File: src/rtl/vab_pkg.sv
// Shared types, sizes and constants for the vector angle core.
// Depends on nothing; every other file of the block imports it.
`timescale 1ns / 1ps

package vab_pkg;

    // Coordinate format of the operands.
    localparam int COORD_WIDTH = 32;
    localparam int FRAC_BITS   = 16;

    // Derived datapath widths.
    localparam int DIFF_W     = COORD_WIDTH + 1;
    localparam int PROD_W     = 2 * DIFF_W;
    localparam int SUM_W      = PROD_W + 1;
    localparam int CORD_W     = 30;
    localparam int NORM_W     = (PROD_W > CORD_W) ? PROD_W : CORD_W;
    localparam int NORM_STEPS = $clog2(NORM_W);
    localparam int XY_W       = CORD_W + 4;

    // Angle arithmetic runs at a scale of 2^60.
    localparam int ANG_SCALE    = 60;
    localparam int ANG_W        = 64;
    localparam int CORDIC_STEPS = 40;
    localparam int OUT_W        = FRAC_BITS + 2;
    localparam int ROUND_SH     = ANG_SCALE - FRAC_BITS;

    localparam logic signed [ANG_W-1:0] PI_S60 = 64'sh3243F6A8885A308D;
    localparam logic signed [ANG_W-1:0] ROUND_HALF = ANG_W'(1) << (ROUND_SH - 1);
    localparam logic [OUT_W-1:0] ANGLE_MAX = OUT_W'((PI_S60 + ROUND_HALF) >> ROUND_SH);

    // Register stages from operand capture to the result register.
    localparam int PIPE_DEPTH = 4 + NORM_STEPS + CORDIC_STEPS + 2;

    typedef struct packed {
        logic signed [COORD_WIDTH-1:0] a_start_x;
        logic signed [COORD_WIDTH-1:0] a_start_y;
        logic signed [COORD_WIDTH-1:0] a_end_x;
        logic signed [COORD_WIDTH-1:0] a_end_y;
        logic signed [COORD_WIDTH-1:0] b_start_x;
        logic signed [COORD_WIDTH-1:0] b_start_y;
        logic signed [COORD_WIDTH-1:0] b_end_x;
        logic signed [COORD_WIDTH-1:0] b_end_y;
    } t_operands;

    typedef struct packed {
        logic [OUT_W-1:0] angle;
        logic             degenerate;
    } t_result;

    // Control that travels alongside the data through every stage.
    typedef struct packed {
        logic valid;
        logic degenerate;
        logic dneg;
    } t_pipe_ctl;

    // Arctangent of 2^-idx at scale 2^60, from the alternating power series.
    // Evaluated at elaboration only.
    function automatic logic signed [ANG_W-1:0] atan_entry(input int idx);
        logic [ANG_W-1:0] acc;
        logic [ANG_W-1:0] term;
        int               e;
        acc = '0;
        if (idx == 0) begin
            acc = ANG_W'(PI_S60 >>> 2);
        end else begin
            for (int k = 0; k < ANG_SCALE; k++) begin
                e = ANG_SCALE - idx * (2 * k + 1);
                if (e >= 0) begin
                    term = (ANG_W'(1) << e) / ANG_W'(2 * k + 1);
                    if (k[0]) begin
                        acc = acc - term;
                    end else begin
                        acc = acc + term;
                    end
                end
            end
        end
        return acc;
    endfunction

endpackage

File: src/rtl/vab_norm.sv
// Pipelined normaliser: shifts cross and dot magnitudes together until the
// larger one has its leading one at the top. Depends on vab_pkg.
`timescale 1ns / 1ps

module vab_norm
    import vab_pkg::*;
(
    input  logic              i_clk,
    input  logic              i_rst_n,
    input  t_pipe_ctl         i_ctl,
    input  logic [NORM_W-1:0] i_cross,
    input  logic [NORM_W-1:0] i_dot,
    output t_pipe_ctl         o_ctl,
    output logic [CORD_W-1:0] o_x,
    output logic [CORD_W-1:0] o_y
);

    logic [NORM_W-1:0] c_cr  [0:NORM_STEPS];
    logic [NORM_W-1:0] c_dt  [0:NORM_STEPS];
    t_pipe_ctl         c_ctl [0:NORM_STEPS];

    assign c_cr[0]  = i_cross;
    assign c_dt[0]  = i_dot;
    assign c_ctl[0] = i_ctl;

    // Binary search on the leading-zero count, largest step first.
    for (genvar s = 0; s < NORM_STEPS; s++) begin : g_step
        localparam int SH = 1 << (NORM_STEPS - 1 - s);

        logic              top_clear;
        logic [NORM_W-1:0] n_cr;
        logic [NORM_W-1:0] n_dt;
        logic [NORM_W-1:0] r_cr;
        logic [NORM_W-1:0] r_dt;
        t_pipe_ctl         r_ctl;

        always_comb begin
            top_clear = ((c_cr[s] | c_dt[s]) >> (NORM_W - SH)) == '0;
            n_cr      = top_clear ? (c_cr[s] << SH) : c_cr[s];
            n_dt      = top_clear ? (c_dt[s] << SH) : c_dt[s];
        end

        always_ff @(posedge i_clk) begin
            if (!i_rst_n) begin
                r_ctl <= '0;
            end else begin
                r_ctl <= c_ctl[s];
            end
        end

        always_ff @(posedge i_clk) begin
            r_cr <= n_cr;
            r_dt <= n_dt;
        end

        assign c_cr[s+1]  = r_cr;
        assign c_dt[s+1]  = r_dt;
        assign c_ctl[s+1] = r_ctl;
    end

    // The top bits keep the larger magnitude in [2^29, 2^30); lower bits drop.
    assign o_ctl = c_ctl[NORM_STEPS];
    assign o_x   = c_dt[NORM_STEPS][NORM_W-1 -: CORD_W];
    assign o_y   = c_cr[NORM_STEPS][NORM_W-1 -: CORD_W];

endmodule

File: config.mk
export PLATFORM = sky130hd
export DESIGN_NAME = vab_norm
export DESIGN_NICKNAME = d
export VERILOG_FILES = /design/src/rtl/vab_pkg.sv /design/src/rtl/vab_norm.sv
export SDC_FILE = /design/constraint.sdc
export NUM_CORES = 1
export LEC_CHECK = 0
export BUFFER_PORTS_ARGS = -buffer_cell sky130_fd_sc_hd__buf_2
export CORE_MARGIN = 1
export CORE_UTILIZATION = 45
export DETAILED_ROUTE_END_ITERATION = 6
export GPL_TIMING_DRIVEN = 0
export PLACE_DENSITY = 0.66
export SLEW_MARGIN = 20
export SYNTH_ARGS = -nofsm -noshare
export SYNTH_HDL_FRONTEND = slang
export SYNTH_SLANG_ARGS = --single-unit
File: constraint.sdc
create_clock -name i_clk -period 2.05 [get_ports i_clk]
set_clock_uncertainty 0.1 [all_clocks]
set_input_delay 0.205 -clock i_clk [delete_from_list [all_inputs] [get_ports i_clk]]
set_output_delay 0.205 -clock i_clk [all_outputs]
set_load 0.005 [all_outputs]
Yosys cells after proc, flatten, opt, wreduce, memory -nomap -nowiden --
Index checks and enable logic that the tools add are counted.
Operators by class: bitwise gates (word level) 7, multiplexer cells 14, reductions and logical operators 7
Operators with widths (count):
- $mux W66 | 14
- $logic_not A66 Y1 | 7
- $or A66 B66 Y66 | 7
Word-level totals: logic and storage cells 75, bits of input ports 137, register bits 943

Longest topological paths before layout --
Gate-level depths: netlist (run 1).
depth after elaboration 3, depth in mapped cells 6

Worst setup path before layout (run 1) --
Ideal clock, no wire load.
kind register to register, start point register g_step[3].r_cr[64], end point register g_step[4].r_dt[33], cell stages (with the launch flop) 6, clock period less this slack 1.879 ns, setup slack 0.171 ns, setup time 0.121 ns, arrival 1.658 ns, cells stage by stage dfxtp_1 or4_1 nor2_1 buf_2 buf_4 mux2_2
Between the ends: cells in the longest elaborated chain, start to end 3
Ends and longest elaborated chain:
- start, declared | RTL line vab_norm.sv:33 | logic [NORM_W-1:0] r_cr;
- start signal, assigned | RTL line vab_norm.sv:52 | r_cr <= n_cr;
- $or A66 B66 Y66 | RTL line vab_norm.sv:38 | top_clear = ((c_cr[s] | c_dt[s]) >> (NORM_W - SH)) == '0;
- $logic_not A66 Y1 | RTL line vab_norm.sv:38
- $mux W66 | RTL line vab_norm.sv:40 | n_dt = top_clear ? (c_dt[s] << SH) : c_dt[s];
- net g_step[4].n_dt[33] | RTL line vab_norm.sv:32 | logic [NORM_W-1:0] n_dt;
- end signal, assigned | RTL line vab_norm.sv:53 | r_dt <= n_dt;
- end, declared | RTL line vab_norm.sv:34 | logic [NORM_W-1:0] r_dt;
The timed path passes the listed nets, and every way through them passes these cells. A chain may end at the register's enable or synchronous reset.

Worst setup path after layout (run 1) --
start point register g_step[1].r_cr[54], end point register g_step[2].r_cr[31]
Between the ends: cells in the longest elaborated chain, start to end 3
Ends and longest elaborated chain:
- start, declared | RTL line vab_norm.sv:33
- start signal, assigned | RTL line vab_norm.sv:52
- $or A66 B66 Y66 | RTL line vab_norm.sv:38
- $logic_not A66 Y1 | RTL line vab_norm.sv:38
- $mux W66 | RTL line vab_norm.sv:39 | n_cr = top_clear ? (c_cr[s] << SH) : c_cr[s];
- net g_step[2].n_cr[31] | RTL line vab_norm.sv:31 | logic [NORM_W-1:0] n_cr;
- end signal, assigned | RTL line vab_norm.sv:52
- end, declared | RTL line vab_norm.sv:33
The timed path passes the listed nets, and every way through them passes these cells.

==> results of run 1 <==
worst min-delay path: cells and delay by family:
family          cells  cell delay [ns]
simple gates        3             0.23
compound gates      1             0.21
buf+inv             1             0.09
metal layers:
metal / vias to the layer above / GRT usage (%)
met3: 116 / 3.17
met2: 399 / 37.1
met1: 5503 / 26.6
li1: 5824 / -
met5: - / 0
met4: 0 / 10.9
final cells by class:
class | instances | area [um2]
multi-input combinational | 706 | 5550
inverter | 2 | 7.51
fill | 3298 | 16800
timing repair buffer | 346 | 2470
clock inverter | 24 | 258
sequential | 627 | 12600
tap | 532 | 666
buffer | 183 | 861
clock buffer | 86 | 1730
worst paths after layout:
| kind | endpoint | startpoint | depth (start not counted) | slack (ns) |
|---|---|---|---|---|
| max | g_step[2].r_cr[31] | g_step[1].r_cr[54] | 6 | -0.03 |
| min | g_step[0].r_cr[0] | i_dot[46] | 5 | 0.07 |
| max reg2reg | g_step[2].r_cr[31] | g_step[1].r_cr[54] | 6 | -0.03 |
| min reg2reg | g_step[3].r_dt[31] | g_step[2].r_dt[23] | 2 | 0.33 |
cell families (layout without fill, tap and decap cells):
| family | Yosys count | after routing | share of synthesized area, % |
|---|---|---|---|
| mux | 235 | 235 | 14.2 |
| flops | 627 | 627 | 67.2 |
| simple gates | 335 | 336 | 8.93 |
| buf+inv | 186 | 641 | 4.29 |
| compound gates | 135 | 135 | 5.42 |
stage by stage:
stage               setup WS (ns)  area [um2]  util [%]  hold WS, ns  TNS, ns
finish                    -0.0306       24100      58.9       0.0734   -0.114
global route              -0.0824       24100      58.9        0.117    -2.76
CTS                       -0.0489       23800      58.3       0.0441   -0.173
detailed placement         -0.638       20300      49.7        0.297   -37.28
global placement           -0.644       20300      49.7        0.298   -33.65
floorplan                   0.171       18700         -        0.195        0
report_power, final:
group          total [uW]  switching, uW  internal (uW)
Sequential          13300            415          12900
Combinational        1280            491            793
Clock               10900           4510           6350
Total               25500           5410          20100
state kept, by name, indices dropped and copies added (netlist names):
name         cells
g_step.r_dt    303
o_ctl            3
c_ctl           18
g_step.r_cr    303
layout by cell type (no fill, tap or decap), drive strengths merged, types with 6 or more instances in the layout:
cell         count
nor2b           54
and2            21
dfxtp          627
mux2           235
dlygate4sd3    139
clkinvlp         6
a21o           125
clkbuf         232
nor4            64
nand4           15
clkinv          12
buf            244
nand2          175
timing repair:
item,4_1_cts,5_1_grt
hold buffers,139,0
setup endpoints to repair,237,252
pin swaps,5,16
buffers inserted,1,6
resized for setup,28,46
gates cloned,0,2
endpoints found under the hold margin,153,0
==> results.json, run 1 <==
{
  "hold_viol": 0,
  "crit_path_frequent_cell": "sky130_fd_sc_hd__buf_4",
  "status": "finished with violations",
  "path_cells": "nor4_1, nand4_1, buf_4, nor2_4, buf_4, mux2_2",
  "finalPower_uw": 25500,
  "clk_latency_ns": 0.62,
  "syn_to_final_growth_pct": 29.0,
  "final_nets": 2061,
  "slew_viols_final": 0,
  "clockBufferDepth": 3,
  "avgRoutedWirePerCell_um": 18.5,
  "critical_path.n_buffers_inverters": 2,
  "wl_met3_um": 2250,
  "max_cap_viol_count": 0,
  "netlist_top_cells_area": "sky130_fd_sc_hd__dfxtp_1 67%, sky130_fd_sc_hd__mux2_2 14%, sky130_fd_sc_hd__a21o_1 5.0%, sky130_fd_sc_hd__nand2_1 3.5%, sky130_fd_sc_hd__clkbuf_1 2.9%",
  "finalSetupViolCount": 7,
  "syn_nets": 1655,
  "grt_first_pass_wirelength_um": 69000,
  "synth.cells.most_frequent": "627 x sky130_fd_sc_hd__dfxtp_1, 230 x sky130_fd_sc_hd__mux2_2, 175 x sky130_fd_sc_hd__nand2_1, 143 x sky130_fd_sc_hd__clkbuf_1, 125 x sky130_fd_sc_hd__a21o_1",
  "critPathKind": "flip-flop to flip-flop",
  "grt_remaining_overflow": 0,
  "power.ir.vdd_worst_mv": 0.651,
  "chipHeight_um": 206,
  "arrival_ns": 2.47,
  "critical_path.max_fanout": 10,
  "primary_ff_master_synth": "sky130_fd_sc_hd__dfxtp_1",
  "port-buffer-count": 199,
  "placed_cells_incl_taps": 2249,
  "cts_root_buf": "sky130_fd_sc_hd__clkbuf_16",
  "worst_hold_path_type": "input pin to flip-flop",
  "rsz_0062_raised_after_global_routing": "true",
  "tritoncts.num_buffers": 58,
  "synthesis.yosys.warnings": 0,
  "synth_most_common_cell": "sky130_fd_sc_hd__dfxtp_1",
  "initial_standard_cell_utilization_of_the_core_pct": 45.6,
  "postSynthAreaPerCell_um2": 12.3,
  "detail-route-antenna-nets": 0,
  "cts_tree": "built",
  "drc_errors": 0,
  "static-leakage-power_uw": 0.0106,
  "vias": 11800,
  "critPathRequiredTime_ns": 2.43,
  "highest_signal_layer": "met4",
  "fin_ws_ns": -0.0306,
  "crit_path_time_final_ns": 2.08,
  "number_of_enable_flip_flop_cells_after_synthesis": 0,
  "row_count": 74,
  "clkTransAtPathRegs_ns": 0.06,
  "critPathMaxStageDelay_ns": 0.39,
  "maxSlewHeadroom_pct": 41.5,
  "wirelength_um": 46300,
  "synth-seq-area-share_pct": 67.2,
  "die_outline_width_um": 206,
  "first_iter_violations": 617,
  "critPathSlowestCell": "sky130_fd_sc_hd__mux2_2",
  "gp_congestion": 0.934,
  "htreeDepth": 2,
  "die_area_mm2": 0.0423,
  "post_route_cells_drive_above_1_share_pct": 31.1,
  "placeable_core_region_mm2": 0.0409,
  "vias_in_the_first_global_route": 12300,
  "grt_antenna_before_repair": 0,
  "max_freq_mhz": 481,
  "critPathCaptureType": "flip-flop",
  "worst_pin_slew_ns": 0.870,
  "cp_top_family": "simple AND/OR/NAND/NOR gates",
  "synth_async_sr_flop_share_pct": 0,
  "yosys.area.top_type_share_pct": 67.2,
  "min_period_over_period_pct": 101,
  "start_kind": "flip-flop",
  "place_hpwl_um": 32000,
  "ys_types": 22,
  "grt_start_max_net_pins": 16,
  "synth_top_area_cell": "sky130_fd_sc_hd__dfxtp_1",
  "i_o_pin_cnt": 200,
  "number_of_detailed_routing_iterations_run_before_antenna_repair": 7,
  "post_layout_nonfiller_instances": 2506,
  "route.met2.wl_um": 21900,
  "ys_seq_elements": 627,
  "clock_sinks": 627,
  "violations": "setup timing",
  "netlist_area_mm2": 0.0187,
  "post_drt_via_cell_ratio": 4.73,
  "synthesis.instances": 1518,
  "gr-usage-all-layers_pct": 21.7,
  "power.density_cell_area_mw_per_mm2": 1060,
  "routedLengthMet1_um": 19900,
  "antenna_cells": 0
}
Note: power is estimated with default switching activity, not from simulation.
==> run 2, diff against run 1 <==
--- a/config.mk
+++ b/config.mk
@@ -11,6 +11,7 @@
 export DETAILED_ROUTE_END_ITERATION = 6
 export GPL_TIMING_DRIVEN = 0
 export PLACE_DENSITY = 0.66
+export RECOVER_POWER = 50
 export SLEW_MARGIN = 20
 export SYNTH_ARGS = -nofsm -noshare
 export SYNTH_HDL_FRONTEND = slang
==> run 2 against run 1 <==
Compared with the run above:
- clock power about the same
- flip-flop and latch count unchanged
- the run still ends with setup timing left
- routed wire length up 0.28%
- via count up 0.11%
- count of clock-buffer cells in the layout unchanged
- utilization down 0.44 points
- final area down 0.75%
- combinational power down 3%
==> results.json, run 2 (synthesis gave the netlist of run 1 again) <==
{
  "status": "finished with violations",
  "violations": "setup timing",
  "clk_latency_ns": 0.62,
  "number_of_cell_instances_on_the_worst_register_to_register_path": 6,
  "gp_congestion": 0.934,
  "chipHeight_um": 206,
  "die_area_mm2": 0.0423,
  "clock_sinks": 627,
  "htreeDepth": 2,
  "detail-route-antenna-nets": 0,
  "finalSetupViolCount": 6,
  "min_period_over_period_pct": 101,
  "i_o_pin_cnt": 200,
  "port-buffer-count": 199,
  "final_layout_worst_hold_slack_ns": 0.0789,
  "grt_first_pass_wirelength_um": 69000,
  "critical_path.reg2reg.startpoint": "g_step[1].r_cr[54]",
  "tritoncts.num_buffers": 58,
  "vias_in_the_first_global_route": 12300,
  "reg2reg_to": "g_step[2].r_cr[31]",
  "power.ir.vdd_worst_mv": 0.655,
  "syn_to_final_growth_pct": 28.1,
  "grt_start_max_net_pins": 16,
  "drc_errors": 0,
  "finalPower_uw": 25400,
  "worst_pin_slew_ns": 0.861,
  "first_iter_violations": 570,
  "whs_path_depth": 5,
  "critPathKind": "flip-flop to flip-flop",
  "place_hpwl_um": 32000,
  "power.density_cell_area_mw_per_mm2": 1060,
  "vias": 11900,
  "final_nets": 2061,
  "worst_hold_path_type": "input pin to flip-flop",
  "max_cap_viol_count": 0,
  "cts_tree": "built",
  "gr-usage-all-layers_pct": 21.7,
  "mostFrequentLayoutCells": "617 x sky130_fd_sc_hd__dfxtp_1, 293 x sky130_fd_sc_hd__clkbuf_1, 226 x sky130_fd_sc_hd__mux2_2, 175 x sky130_fd_sc_hd__nand2_1, 139 x sky130_fd_sc_hd__dlygate4sd3_1",
  "r2r_slack_ns": -0.02,
  "wirelength_um": 46400,
  "clkTransAtPathRegs_ns": 0.06,
  "arrival_ns": 2.45,
  "fin_tns_setup_ns": -0.0339,
  "critPathCaptureType": "flip-flop",
  "most_common_library_cell_in_the_layout_ignoring_fill_and_taps": "sky130_fd_sc_hd__dfxtp_1",
  "antenna_cells": 0,
  "number_of_detailed_routing_iterations_run_before_antenna_repair": 7,
  "crit_path_time_final_ns": 2.07,
  "critPathRequiredTime_ns": 2.43,
  "post_route_cells_drive_above_1_share_pct": 23.8,
  "cts_root_buf": "sky130_fd_sc_hd__clkbuf_16",
  "max_freq_mhz": 484,
  "maxSlewHeadroom_pct": 42.1,
  "fin_ws_ns": -0.0174,
  "initial_standard_cell_utilization_of_the_core_pct": 45.6,
  "die_outline_width_um": 206,
  "clockBufferDepth": 3,
  "post_drt_via_cell_ratio": 4.73,
  "grt_remaining_overflow": 0,
  "grt_antenna_before_repair": 0,
  "hold_viol": 0,
  "hold_path.startpoint": "i_dot[56]",
  "start_kind": "flip-flop",
  "static-leakage-power_uw": 0.0102,
  "critical_path.max_fanout": 10,
  "row_count": 74,
  "post-place-ws_ns": -0.638,
  "placeable_core_region_mm2": 0.0409,
  "rsz_0062_raised_after_global_routing": "true",
  "nFillCells": 3378,
  "avgRoutedWirePerCell_um": 18.5,
  "hold_worst_path_end": "g_step[0].r_cr[0]",
  "slew_viols_final": 0
}
==> run 2: cell types whose count changed in the layout (fill, tap and decap cells not counted), sizes merged <==
cell / previous run / this run
clkbuf: 232 / 377
buf: 244 / 99
==> run 2: worst max-delay path, stage by stage, from the launching register on <==
cell and delay (ns):
sky130_fd_sc_hd__dfxtp_1 0.36, sky130_fd_sc_hd__nor4_1 0.32, sky130_fd_sc_hd__nand4_1 0.13, sky130_fd_sc_hd__buf_4 0.17
sky130_fd_sc_hd__nor2_4 0.21, sky130_fd_sc_hd__buf_4 0.25, sky130_fd_sc_hd__mux2_2 0.39
==> run 2: final cells by class <==
class	instances	area (um2)	area share [%]
tap	532	666	2.78
sequential	627	12600	52.5
clock buffer	86	1730	7.22
multi-input combinational	706	5550	23.2
inverter	2	7.51	0.0314
buffer	183	860	3.59
timing repair buffer	346	2290	9.57
clock inverter	24	258	1.08
==> run 2: metrics by stage <==
step / cell area (um2) / utilization, % / instances
after detailed placement: 20300 / 49.7 / 2249
after CTS: 23800 / 58.3 / 2499
after global routing: 23900 / 58.5 / 2506
final: 23900 / 58.5 / 2506
after floorplan: 18700 / - / 1518
after global placement: 20300 / 49.7 / 2249
==> run 2: power by group <==
group          internal, uW  total, uW  switching [uW]
Clock                  6340      10800            4500
Combinational           748       1240             494
Sequential            12900      13300             418
Total                 20000      25400            5410
==> run 2: repair_timing <==
item | 4_1_cts | 5_1_grt
buffers inserted | 1 | 6
endpoints found under the setup margin | 237 | 252
cloned | 0 | 2
hold endpoints to repair | 153 | 0
pin swaps | 5 | 16
hold buffers | 139 | 0
resized for setup | 28 | 46
==> run 2: worst max path at each step <==
stage,depth (start not counted),endpoint,startpoint
after floorplan,5,g_step[4].r_dt[33],g_step[3].r_cr[64]
after global placement,5,g_step[0].r_dt[0],i_cross[8]
after detailed placement,5,g_step[0].r_cr[1],i_cross[8]
after CTS,6,g_step[1].r_cr[33],g_step[0].r_dt[35]
after global routing,6,g_step[2].r_cr[31],g_step[1].r_cr[54]
final,6,g_step[2].r_cr[31],g_step[1].r_cr[54]
==> run 2: layer usage <==
layer  part of all wire, %  GRT usage, %
met4                   5.1          10.9
met5                     0             0
met2                    47          37.1
met1                    43          26.6
met3                   5.0          3.17
==> run 3, diff against run 2 <==
--- a/config.mk
+++ b/config.mk
@@ -5,6 +5,7 @@
 export SDC_FILE = /design/constraint.sdc
 export NUM_CORES = 1
 export LEC_CHECK = 0
+export ABC_AREA = 1
 export BUFFER_PORTS_ARGS = -buffer_cell sky130_fd_sc_hd__buf_2
 export CORE_MARGIN = 1
 export CORE_UTILIZATION = 45
==> run 3 against run 2 <==
Compared with the run above:
- the flow now finishes without violations
- sequential power is essentially flat
- critical path type unchanged
- fmax grew 3.1%
- largest power group unchanged
- register-to-register slack gained 0.06 ns
- die area grew 4.4%
- hold slack gained 0.15 ns
- global-route usage grew 1.9 points
- combinational power grew 12%
==> results.json, run 3 <==
{
  "layout.cell_area.non_filler_mm2": 0.0246,
  "synth.cells.most_frequent": "627 x sky130_fd_sc_hd__dfxtp_1, 409 x sky130_fd_sc_hd__nand2_1, 354 x sky130_fd_sc_hd__inv_1, 243 x sky130_fd_sc_hd__nor2_1, 189 x sky130_fd_sc_hd__o21ai_0",
  "row_count": 75,
  "start_kind": "flip-flop",
  "htreeDepth": 2,
  "cts_root_buf": "sky130_fd_sc_hd__clkbuf_16",
  "number_of_detailed_routing_iterations_run_before_antenna_repair": 5,
  "initial_standard_cell_utilization_of_the_core_pct": 46.1,
  "synth_async_sr_flop_share_pct": 0,
  "rsz_0062_raised_after_global_routing": "false",
  "syn_nets": 2416,
  "r2r_slack_ns": 0.04,
  "tritoncts.num_buffers": 59,
  "yosys.area.top_type_share_pct": 64.3,
  "static-leakage-power_uw": 0.0116,
  "critPathCaptureType": "flip-flop",
  "hold_viol": 0,
  "postSynthAreaPerCell_um2": 8.56,
  "syn_to_final_growth_pct": 26.1,
  "synth_most_common_cell": "sky130_fd_sc_hd__dfxtp_1",
  "gr-usage-all-layers_pct": 23.6,
  "detail-route-antenna-nets": 0,
  "placed_cells_incl_taps": 3055,
  "critical_path.max_fanout": 10,
  "gp_congestion": 0.985,
  "number_of_enable_flip_flop_cells_after_synthesis": 0,
  "mostFrequentLayoutCells": "627 x sky130_fd_sc_hd__dfxtp_1, 408 x sky130_fd_sc_hd__nand2_1, 354 x sky130_fd_sc_hd__inv_1, 300 x sky130_fd_sc_hd__clkbuf_1, 242 x sky130_fd_sc_hd__nor2_1",
  "netlist_top_cells_area": "sky130_fd_sc_hd__dfxtp_1 64%, sky130_fd_sc_hd__nand2_1 7.9%, sky130_fd_sc_hd__inv_1 6.8%, sky130_fd_sc_hd__o21ai_0 4.8%, sky130_fd_sc_hd__nor2_1 4.7%",
  "i_o_pin_cnt": 200,
  "critPathRequiredTime_ns": 2.49,
  "clockBufferDepth": 3,
  "clk_latency_ns": 0.60,
  "max_cap_viol_count": 0,
  "finalSetupViolCount": 0,
  "critPathKind": "flip-flop to flip-flop",
  "status": "completed",
  "cts_tree": "built",
  "synthesis.yosys.warnings": 0,
  "vias": 14900,
  "grt_start_max_net_pins": 16,
  "final_nets": 2817,
  "worst_hold_path_type": "input pin to flip-flop",
  "clkTransAtPathRegs_ns": 0.06,
  "grt_antenna_before_repair": 0,
  "netlist_area_mm2": 0.0195,
  "avgRoutedWirePerCell_um": 15.9,
  "port-buffer-count": 199,
  "post_route_cells_drive_above_1_share_pct": 8.91,
  "grt_remaining_overflow": 0,
  "wirelength_um": 52500,
  "final_layout_worst_hold_slack_ns": 0.230,
  "first_iter_violations": 997,
  "ys_seq_elements": 627,
  "fin_tns_setup_ns": 0,
  "power.density_cell_area_mw_per_mm2": 1060,
  "detailed_place.area_mm2": 0.0212,
  "most_common_library_cell_in_the_layout_ignoring_fill_and_taps": "sky130_fd_sc_hd__dfxtp_1",
  "min_period_over_period_pct": 97.8,
  "chipHeight_um": 210,
  "place_hpwl_um": 38800,
  "crit_path_time_final_ns": 2.01,
  "post_layout_nonfiller_instances": 3304,
  "maxSlewHeadroom_pct": 60.0,
  "die_outline_width_um": 210,
  "max_freq_mhz": 499,
  "die_area_mm2": 0.0442,
  "ys_types": 19,
  "grt_first_pass_wirelength_um": 80000,
  "nFillCells": 3723,
  "post_drt_via_cell_ratio": 4.51,
  "synth_top_area_cell": "sky130_fd_sc_hd__dfxtp_1",
  "primary_ff_master_synth": "sky130_fd_sc_hd__dfxtp_1",
  "placeable_core_region_mm2": 0.0423,
  "worst_pin_slew_ns": 0.600,
  "power.ir.vdd_worst_mv": 0.604,
  "drc_errors": 0,
  "vias_in_the_first_global_route": 15000,
  "clock_sinks": 627,
  "antenna_cells": 0,
  "synth-seq-area-share_pct": 64.3,
  "synthesis.instances": 2279,
  "slew_viols_final": 0,
  "arrival_ns": 2.45
}
-- run 3: changes by cell type after synthesis, moves of 69 or more --
cell                      before  now
sky130_fd_sc_hd__o21ai_0       2  189
sky130_fd_sc_hd__mux2_2      230   10
sky130_fd_sc_hd__inv_1         2  354
sky130_fd_sc_hd__nor2_1        3  243
sky130_fd_sc_hd__a21oi_1       0   85
sky130_fd_sc_hd__a21o_1      125    0
sky130_fd_sc_hd__nand2_1     175  409
sky130_fd_sc_hd__nand3_1       0   69
-- run 3: layout make-up --
class | instances | area, um2 | share of cell area (%)
sequential | 627 | 12600 | 51.0
multi-input combinational | 1075 | 4710 | 19.2
timing repair buffer | 340 | 2260 | 9.19
clock buffer | 85 | 1720 | 6.98
inverter | 363 | 1370 | 5.55
buffer | 214 | 895 | 3.64
tap | 577 | 722 | 2.93
clock inverter | 23 | 384 | 1.56
-- run 3: cell families (layout without fill, tap and decap cells) --
logic type	count (synthesis)	count (layout)	synth area share, %
muxes	10	10	0.577
buffers and inverters	577	1025	11.6
DFF	627	627	64.3
AOI/OAI and AO/OA	310	310	8.08
and+or+nand+nor	755	755	15.4
-- run 3: report_power, final --
group | leakage, uW | internal (uW) | switching, uW | total (uW)
clock network | 0.00102 | 7060 | 4460 | 11500
logic | 0.00534 | 627 | 767 | 1390
registers | 0.00528 | 12900 | 286 | 13200
total | 0.0116 | 20600 | 5510 | 26100
-- run 3: timing repair --
| item | 4_1_cts | 5_1_grt |
|---|---|---|
| endpoints found under the setup margin | 62 | 25 |
| endpoints found under the hold margin | 153 | 0 |
| pin swaps | 1 | 0 |
| hold buffers | 139 | 0 |
| cloned | 0 | 0 |
| setup buffers | 2 | 0 |
| gates resized for setup | 3 | 6 |
-- run 3: per-layer routing --
| metal | part of all wire, % | up-vias | GRT usage [%] |
|---|---|---|---|
| li1 | - | 7615 | - |
| met1 | 42 | 6666 | 27.2 |
| met2 | 50 | 482 | 43.5 |
| met3 | 4.4 | 122 | 3.31 |
| met4 | 3.5 | 0 | 10.3 |
| met5 | 0 | - | 0 |
-- run 3: path summary, 6_finish.rpt --
check / depth (start not counted) / to / from
max: 8 / g_step[1].r_cr[35] / g_step[0].r_cr[61]
min: 3 / g_step[0].r_dt[60] / i_dot[60]
max reg2reg: 8 / g_step[1].r_cr[35] / g_step[0].r_cr[61]
min reg2reg: 2 / o_ctl[2] / c_ctl[5]
-- run 3: critical path, cell delays in order (launching register included) --
cell	delay [ns]
sky130_fd_sc_hd__dfxtp_1	0.31
sky130_fd_sc_hd__inv_1	0.08
sky130_fd_sc_hd__nand4_1	0.12
sky130_fd_sc_hd__nor2_1	0.21
sky130_fd_sc_hd__nand2_1	0.14
sky130_fd_sc_hd__nor2_4	0.25
sky130_fd_sc_hd__clkbuf_1	0.45
sky130_fd_sc_hd__nand3_1	0.18
sky130_fd_sc_hd__nand2_1	0.11
-- run 3: metrics by stage --
stage / setup WS, ns / power, uW / util (%)
3_3_place_gp: -0.0830 / 14600 / 50.2
3_5_place_dp: -0.0995 / 14700 / 50.2
4_1_cts: 0.0477 / 26300 / 58.5
6_report: 0.0449 / 26100 / 58.1
5_1_grt: 0.000976 / 27000 / 58.1
2_1_floorplan: 0.611 / 14000 / -
